`config.mk`:
```
export PLATFORM = sky130hd
export DESIGN_NAME = dfs_nbr_pick
export DESIGN_NICKNAME = d
export VERILOG_FILES = /design/src/dfs_pkg.sv /design/src/dfs_nbr_pick.sv
export SDC_FILE = /design/constraint.sdc
export NUM_CORES = 1
export LEC_CHECK = 0
export BUFFER_PORTS_ARGS = -buffer_cell sky130_fd_sc_hd__buf_2
export CAP_MARGIN = 30
export CORE_ASPECT_RATIO = 0.9
export CORE_MARGIN = 4
export CORE_UTILIZATION = 45
export DETAILED_ROUTE_END_ITERATION = 16
export GPL_ROUTABILITY_DRIVEN = 1
export PLACE_DENSITY = 0.84
export SLEW_MARGIN = 0
export SYNTH_ARGS = -nofsm -noshare
export SYNTH_HDL_FRONTEND = slang
export SYNTH_SLANG_ARGS = --single-unit
```
`constraint.sdc`:
```
create_clock -name vclk -period 19.7
set_clock_uncertainty 0.1 [all_clocks]
set_input_delay 2.955 -clock vclk [all_inputs]
set_output_delay 2.955 -clock vclk [all_outputs]
set_load 0.05 [all_outputs]
```
`src/dfs_pkg.sv`:
```
// ============================================================================
// dfs_pkg: shared types, codes and control store of the maze carver
// Holds the transaction payloads, result kinds, direction codes and the
// read-only microprogram that sequences the carver datapath.
// ============================================================================
package dfs_pkg;

   // Wide enough for any coordinate, limit or size register compare
   localparam int CW = 7;

   typedef enum logic [0:0] {
      CMD_START = 1'b0,
      CMD_STEP  = 1'b1
   } cmd_type;

   typedef enum logic [1:0] {
      KIND_START = 2'd0,
      KIND_ADV   = 2'd1,
      KIND_BACK  = 2'd2,
      KIND_DONE  = 2'd3
   } kind_type;

   // Neighbor order: +x, -x, +z, -z
   typedef enum logic [1:0] {
      DIR_PX = 2'd0,
      DIR_MX = 2'd1,
      DIR_PZ = 2'd2,
      DIR_MZ = 2'd3
   } dir_type;

   typedef enum logic [0:0] {
      CSR_CELLS_X = 1'b0,
      CSR_CELLS_Z = 1'b1
   } csr_index_type;

   typedef struct packed {
      cmd_type     cmd;
      logic [14:0] random_value;
   } req_type;

   typedef struct packed {
      kind_type    kind;
      logic [4:0]  cell_x;
      logic [4:0]  cell_z;
      logic [5:0]  grid_x;
      logic [5:0]  grid_z;
      logic [5:0]  wall_x;
      logic [5:0]  wall_z;
   } rsp_type;

   typedef struct packed {
      logic    any;
      dir_type dir;
   } nbr_type;

   // Microprogram addresses
   typedef enum logic [3:0] {
      S_IDLE  = 4'd0,
      S_TOP   = 4'd1,
      S_ROWS  = 4'd2,
      S_ROWM  = 4'd3,
      S_PICK  = 4'd4,
      S_PUSH  = 4'd5,
      S_BACK  = 4'd6,
      S_DONE  = 4'd7,
      S_CLR   = 4'd8,
      S_START = 4'd9
   } step_type;

   // Jump conditions
   typedef enum logic [1:0] {
      JC_GO       = 2'd0,
      JC_DISPATCH = 2'd1,
      JC_CLR      = 2'd2,
      JC_CAND     = 2'd3
   } jc_type;

   typedef struct packed {
      logic     stk_rd;    // read stack top
      logic     rd_near;   // read rows z and z+1, capture top cell
      logic     rd_minus;  // read row z-1
      logic     cap_rows;  // capture rows z and z+1
      logic     cap_pick;  // capture chosen neighbor and its updated row
      logic     row_clr;   // clear one visited row
      logic     init;      // mark and push the start cell
      logic     push;      // mark and push the chosen neighbor
      logic     pop;       // drop the stack top
      logic     emit;      // load the result register
      kind_type emit_kind;
      jc_type   jc;
      step_type target;
   } uword_type;

   function automatic uword_type ucode(input step_type s);
      uword_type u;
      u = '0;
      u.jc = JC_GO;
      u.target = S_IDLE;
      case (s)
         S_IDLE: begin
            u.jc = JC_DISPATCH;
            u.target = S_TOP;
         end
         S_TOP: begin
            u.stk_rd = 1'b1;
            u.target = S_ROWS;
         end
         S_ROWS: begin
            u.rd_near = 1'b1;
            u.target = S_ROWM;
         end
         S_ROWM: begin
            u.rd_minus = 1'b1;
            u.cap_rows = 1'b1;
            u.target = S_PICK;
         end
         S_PICK: begin
            u.cap_pick = 1'b1;
            u.jc = JC_CAND;
            u.target = S_PUSH;
         end
         S_PUSH: begin
            u.push = 1'b1;
            u.emit = 1'b1;
            u.emit_kind = KIND_ADV;
         end
         S_BACK: begin
            u.pop = 1'b1;
            u.emit = 1'b1;
            u.emit_kind = KIND_BACK;
         end
         S_DONE: begin
            u.emit = 1'b1;
            u.emit_kind = KIND_DONE;
         end
         S_CLR: begin
            u.row_clr = 1'b1;
            u.jc = JC_CLR;
            u.target = S_START;
         end
         S_START: begin
            u.init = 1'b1;
            u.emit = 1'b1;
            u.emit_kind = KIND_START;
         end
         default: begin
            u.target = S_IDLE;
         end
      endcase
      return u;
   endfunction

endpackage

```
`src/dfs_nbr_pick.sv`:
```
// ============================================================================
// dfs_nbr_pick: neighbor gather and random choice
// Finds the unvisited in-range neighbors of one cell from three visited
// rows and picks number random_value mod count among them.
// ============================================================================
module dfs_nbr_pick
   import dfs_pkg::*;
#(
   parameter int MAX_CELLS_X = 32,
   parameter int MAX_CELLS_Z = 32,
   localparam int XW = (MAX_CELLS_X > 1) ? $clog2(MAX_CELLS_X) : 1,
   localparam int ZW = (MAX_CELLS_Z > 1) ? $clog2(MAX_CELLS_Z) : 1
) (
   input  logic [XW-1:0]          cx,
   input  logic [ZW-1:0]          cz,
   input  logic [MAX_CELLS_X-1:0] row_c,
   input  logic [MAX_CELLS_X-1:0] row_p,
   input  logic [MAX_CELLS_X-1:0] row_m,
   input  logic [CW-1:0]          nx_lim,
   input  logic [CW-1:0]          nz_lim,
   input  logic [14:0]            rnd,
   output nbr_type                nbr,
   output logic [XW-1:0]          px,
   output logic [ZW-1:0]          pz
);

   // Fold base-4 digits: 4 is 1 mod 3
   function automatic logic [1:0] mod3(input logic [14:0] v);
      logic [15:0] w;
      logic [4:0]  s;
      logic [2:0]  t;
      w = {1'b0, v};
      s = '0;
      for (int i = 0; i < 8; i++) begin
         s = s + 5'(w[2*i +: 2]);
      end
      t = 3'(s[1:0]) + 3'(s[3:2]) + 3'(s[4]);
      if (t >= 3'd6) begin
         t = t - 3'd6;
      end else if (t >= 3'd3) begin
         t = t - 3'd3;
      end
      return t[1:0];
   endfunction

   logic [CW-1:0]          cx_e, cz_e;
   logic [MAX_CELLS_X-1:0] sh_px, sh_mx, sh_pz, sh_mz;
   logic [3:0]             ok;
   logic [2:0]             count;
   logic [1:0]             k;

   assign cx_e  = CW'(cx);
   assign cz_e  = CW'(cz);
   assign sh_px = row_c >> (cx_e + CW'(1));
   assign sh_mx = row_c >> (cx_e - CW'(1));
   assign sh_pz = row_p >> cx_e;
   assign sh_mz = row_m >> cx_e;

   assign ok[DIR_PX] = (cx_e + CW'(1) < nx_lim) && (cz_e < nz_lim) && !sh_px[0];
   assign ok[DIR_MX] = (cx_e != '0) && (cx_e - CW'(1) < nx_lim) && (cz_e < nz_lim)
                       && !sh_mx[0];
   assign ok[DIR_PZ] = (cx_e < nx_lim) && (cz_e + CW'(1) < nz_lim) && !sh_pz[0];
   assign ok[DIR_MZ] = (cx_e < nx_lim) && (cz_e != '0) && (cz_e - CW'(1) < nz_lim)
                       && !sh_mz[0];

   assign count = 3'($countones(ok));

   always_comb begin
      case (count)
         3'd2:    k = {1'b0, rnd[0]};
         3'd3:    k = mod3(rnd);
         3'd4:    k = rnd[1:0];
         default: k = 2'd0;
      endcase
   end

   // Select the k-th set candidate in order
   always_comb begin
      logic [1:0] seen;
      seen = '0;
      nbr.any = (count != 3'd0);
      nbr.dir = DIR_PX;
      for (int i = 0; i < 4; i++) begin
         if (ok[i] && (seen == k)) begin
            nbr.dir = dir_type'(2'(i));
         end
         seen = seen + 2'(ok[i]);
      end
   end

   always_comb begin
      px = cx;
      pz = cz;
      case (nbr.dir)
         DIR_PX:  px = XW'(cx_e + CW'(1));
         DIR_MX:  px = XW'(cx_e - CW'(1));
         DIR_PZ:  pz = ZW'(cz_e + CW'(1));
         DIR_MZ:  pz = ZW'(cz_e - CW'(1));
         default: px = cx;
      endcase
   end

endmodule

```
==> metrics <==
status=finished clean; die area=8820 sq um; Mapped Nets=566; total wire length=9530 um; drt pass-1 iters=4; initial antenna violation count=0; core occupancy in the finished layout=56.7%; worst setup margin=7440 ps; Post-Synthesis Cells=375; Row Count=29; HP Start=cz[0]; hold crit path type=in2out; starting density of the core=46.7%; DRC viols=0; placed cell count=594; Setup Viol. Count Final=0; vias per inst=5.67; Die X=98.5 um; dominant cells by area after synthesis=ha_1 16%, mux4_2 15%, fa_1 8.4%; hold_buf cts=0; num sequential=0; Sum Neg Setup Slack=0 ps; Period Utilization, post-route=62.2%; Slew Limit Fails=0; DIE HEIGHT=89.5 um; setup bufs post-CTS=0; leak pwr=2.09 nW; Top-Level Pins=148; Clock buffer cells=0; Total GRT Usage=21.3%; Post-Syn Area per Cell=8.85 sq um; Peak VDD IR=77.1 uV; remaining antenna violation count=0; post-route insts no fill=594; DRT iter0 DRCs=157; vias in the first global route=3,442; hpwl dp=8470 um; worst setup path start=cx[0]; number of diodes=0; post-route minimum period=12,260 ps; Sequential Area=0 sq um; CP Class=in2out; final net count=694; Post-Syn Area=3320 sq um; RSZ-0062 raised after global routing=no; Critical Path End Type=output pin; design area=4030 sq um; Synth area leader=ha_1; final hold slack=6250 ps; CP arrival=9210 ps; Least-Margin Pin Slew=856 ps; Final Hold Viols=0; max_cap viols=0; routability congestion estimate=0.849; Pwr Density=116 nW/um^2; Port Buf Inserts=148; Synth top area share=15.8%; Startpoint Class=input pin; PnR Total Power=0.469 mW; max_slew headroom=42.9%; post-CTS resize count=0; YS warnings=0; grt ovf=0; largest net degree at the start of global routing=39; layout cell share with drive strength beyond 1=36.9%; first-pass GRT wire length=15,600 um; Yosys cell types=62; register area share after synthesis=0%; Place WS=7400 ps; Area growth syn-to-layout=21.5%; Wirelength per Cell=16.0 um; most frequent cells in the layout=148 x buf_2, 55 x inv_1, 42 x ha_1; vias=3,370; commonest non-fill, non-tap cell in the layout=buf_2; placed inst area=4030 sq um; FMAX=0.0816 GHz; required time worst endpoint=16,650 ps; critical path fanouts, max=38; Core Box Area=7110 sq um
==> power by group <==
group	switching [mW]	internal (mW)	leakage (nW)
clock	0	0	0
sequential	0	0	0
combinational	0.294	0.175	2.09
==> critical path, cell delays in order <==
cell       delay (ps)
buf_2             650
inv_2             260
ha_1              670
inv_1             200
ha_1              320
a21o_1            160
a211oi_1          220
nor2_1             80
a2111oi_2         600
fa_1              520
ha_1              410
nor2_1             80
a41o_1            200
a31oi_1           320
mux2i_1           240
and4_1            500
a211oi_1          150
mux2i_1           180
xnor2_1           180
buf_2             310
==> per-layer routing <==
| layer | wire (um) | global-route usage (%) | share of wire, % | up-vias |
|---|---|---|---|---|
| met5 | 0 | 0 | 0 | - |
| met4 | 206 | 3.97 | 2.2 | 0 |
| met3 | 613 | 2.26 | 6.4 | 20 |
| met2 | 5110 | 42.8 | 54 | 145 |
| met1 | 3600 | 24.6 | 38 | 1554 |
| li1 | - | - | - | 1651 |
==> final cells by class <==
cell class | count | area [sq um]
repair buffers | 148 | 741
inverters | 56 | 210
multi-input cells | 297 | 2970
fillers | 670 | 3080
well taps | 93 | 116
==> path summary, 6_finish.rpt <==
path	to	slack, ps	cells past startpoint
setup / recovery	px[4]	7440	20
hold / removal	pz[0]	6250	3
==> synthesized netlist by cell type (2+ instances only) <==
| master | n |
|---|---|
| xor2_1 | 9 |
| buf_6 | 5 |
| ha_1 | 42 |
| nand2b_1 | 6 |
| buf_4 | 3 |
| mux4_2 | 22 |
| mux2i_1 | 16 |
| a211oi_1 | 8 |
| o21bai_1 | 2 |
| and2_1 | 3 |
| o21ai_0 | 10 |
| o31ai_1 | 2 |
| and3_1 | 5 |
| nand2_1 | 12 |
| mux4_1 | 5 |
| a2111oi_0 | 2 |
| mux2_2 | 3 |
| o2111ai_1 | 2 |
| or3_1 | 3 |
| or3b_1 | 2 |
| buf_2 | 6 |
| a22o_1 | 4 |
| nor3_1 | 9 |
| inv_1 | 55 |
| nor2_1 | 18 |
| xnor2_1 | 15 |
| clkbuf_1 | 7 |
| nor4_1 | 4 |
| a22oi_1 | 6 |
| nand3_1 | 11 |
| a21o_1 | 8 |
| fa_1 | 14 |
| nor2b_1 | 10 |
| nand4b_1 | 2 |
| a31oi_1 | 3 |
| a21oi_1 | 14 |
| nor3b_1 | 2 |
==> logic make-up (layout without fill, tap and decap cells) <==
family / after synthesis / in the layout / synth area share (%)
and+or+nand+nor: 91 / 91 / 15.3
AOI/OAI and AO/OA: 79 / 79 / 18.4
buffers and inverters: 78 / 204 / 10.6
adders and majority gates: 56 / 56 / 24.3
muxes: 47 / 47 / 25.1
xor gates and xnor gates: 24 / 24 / 6.33
Power figures use the tool's default switching activity.
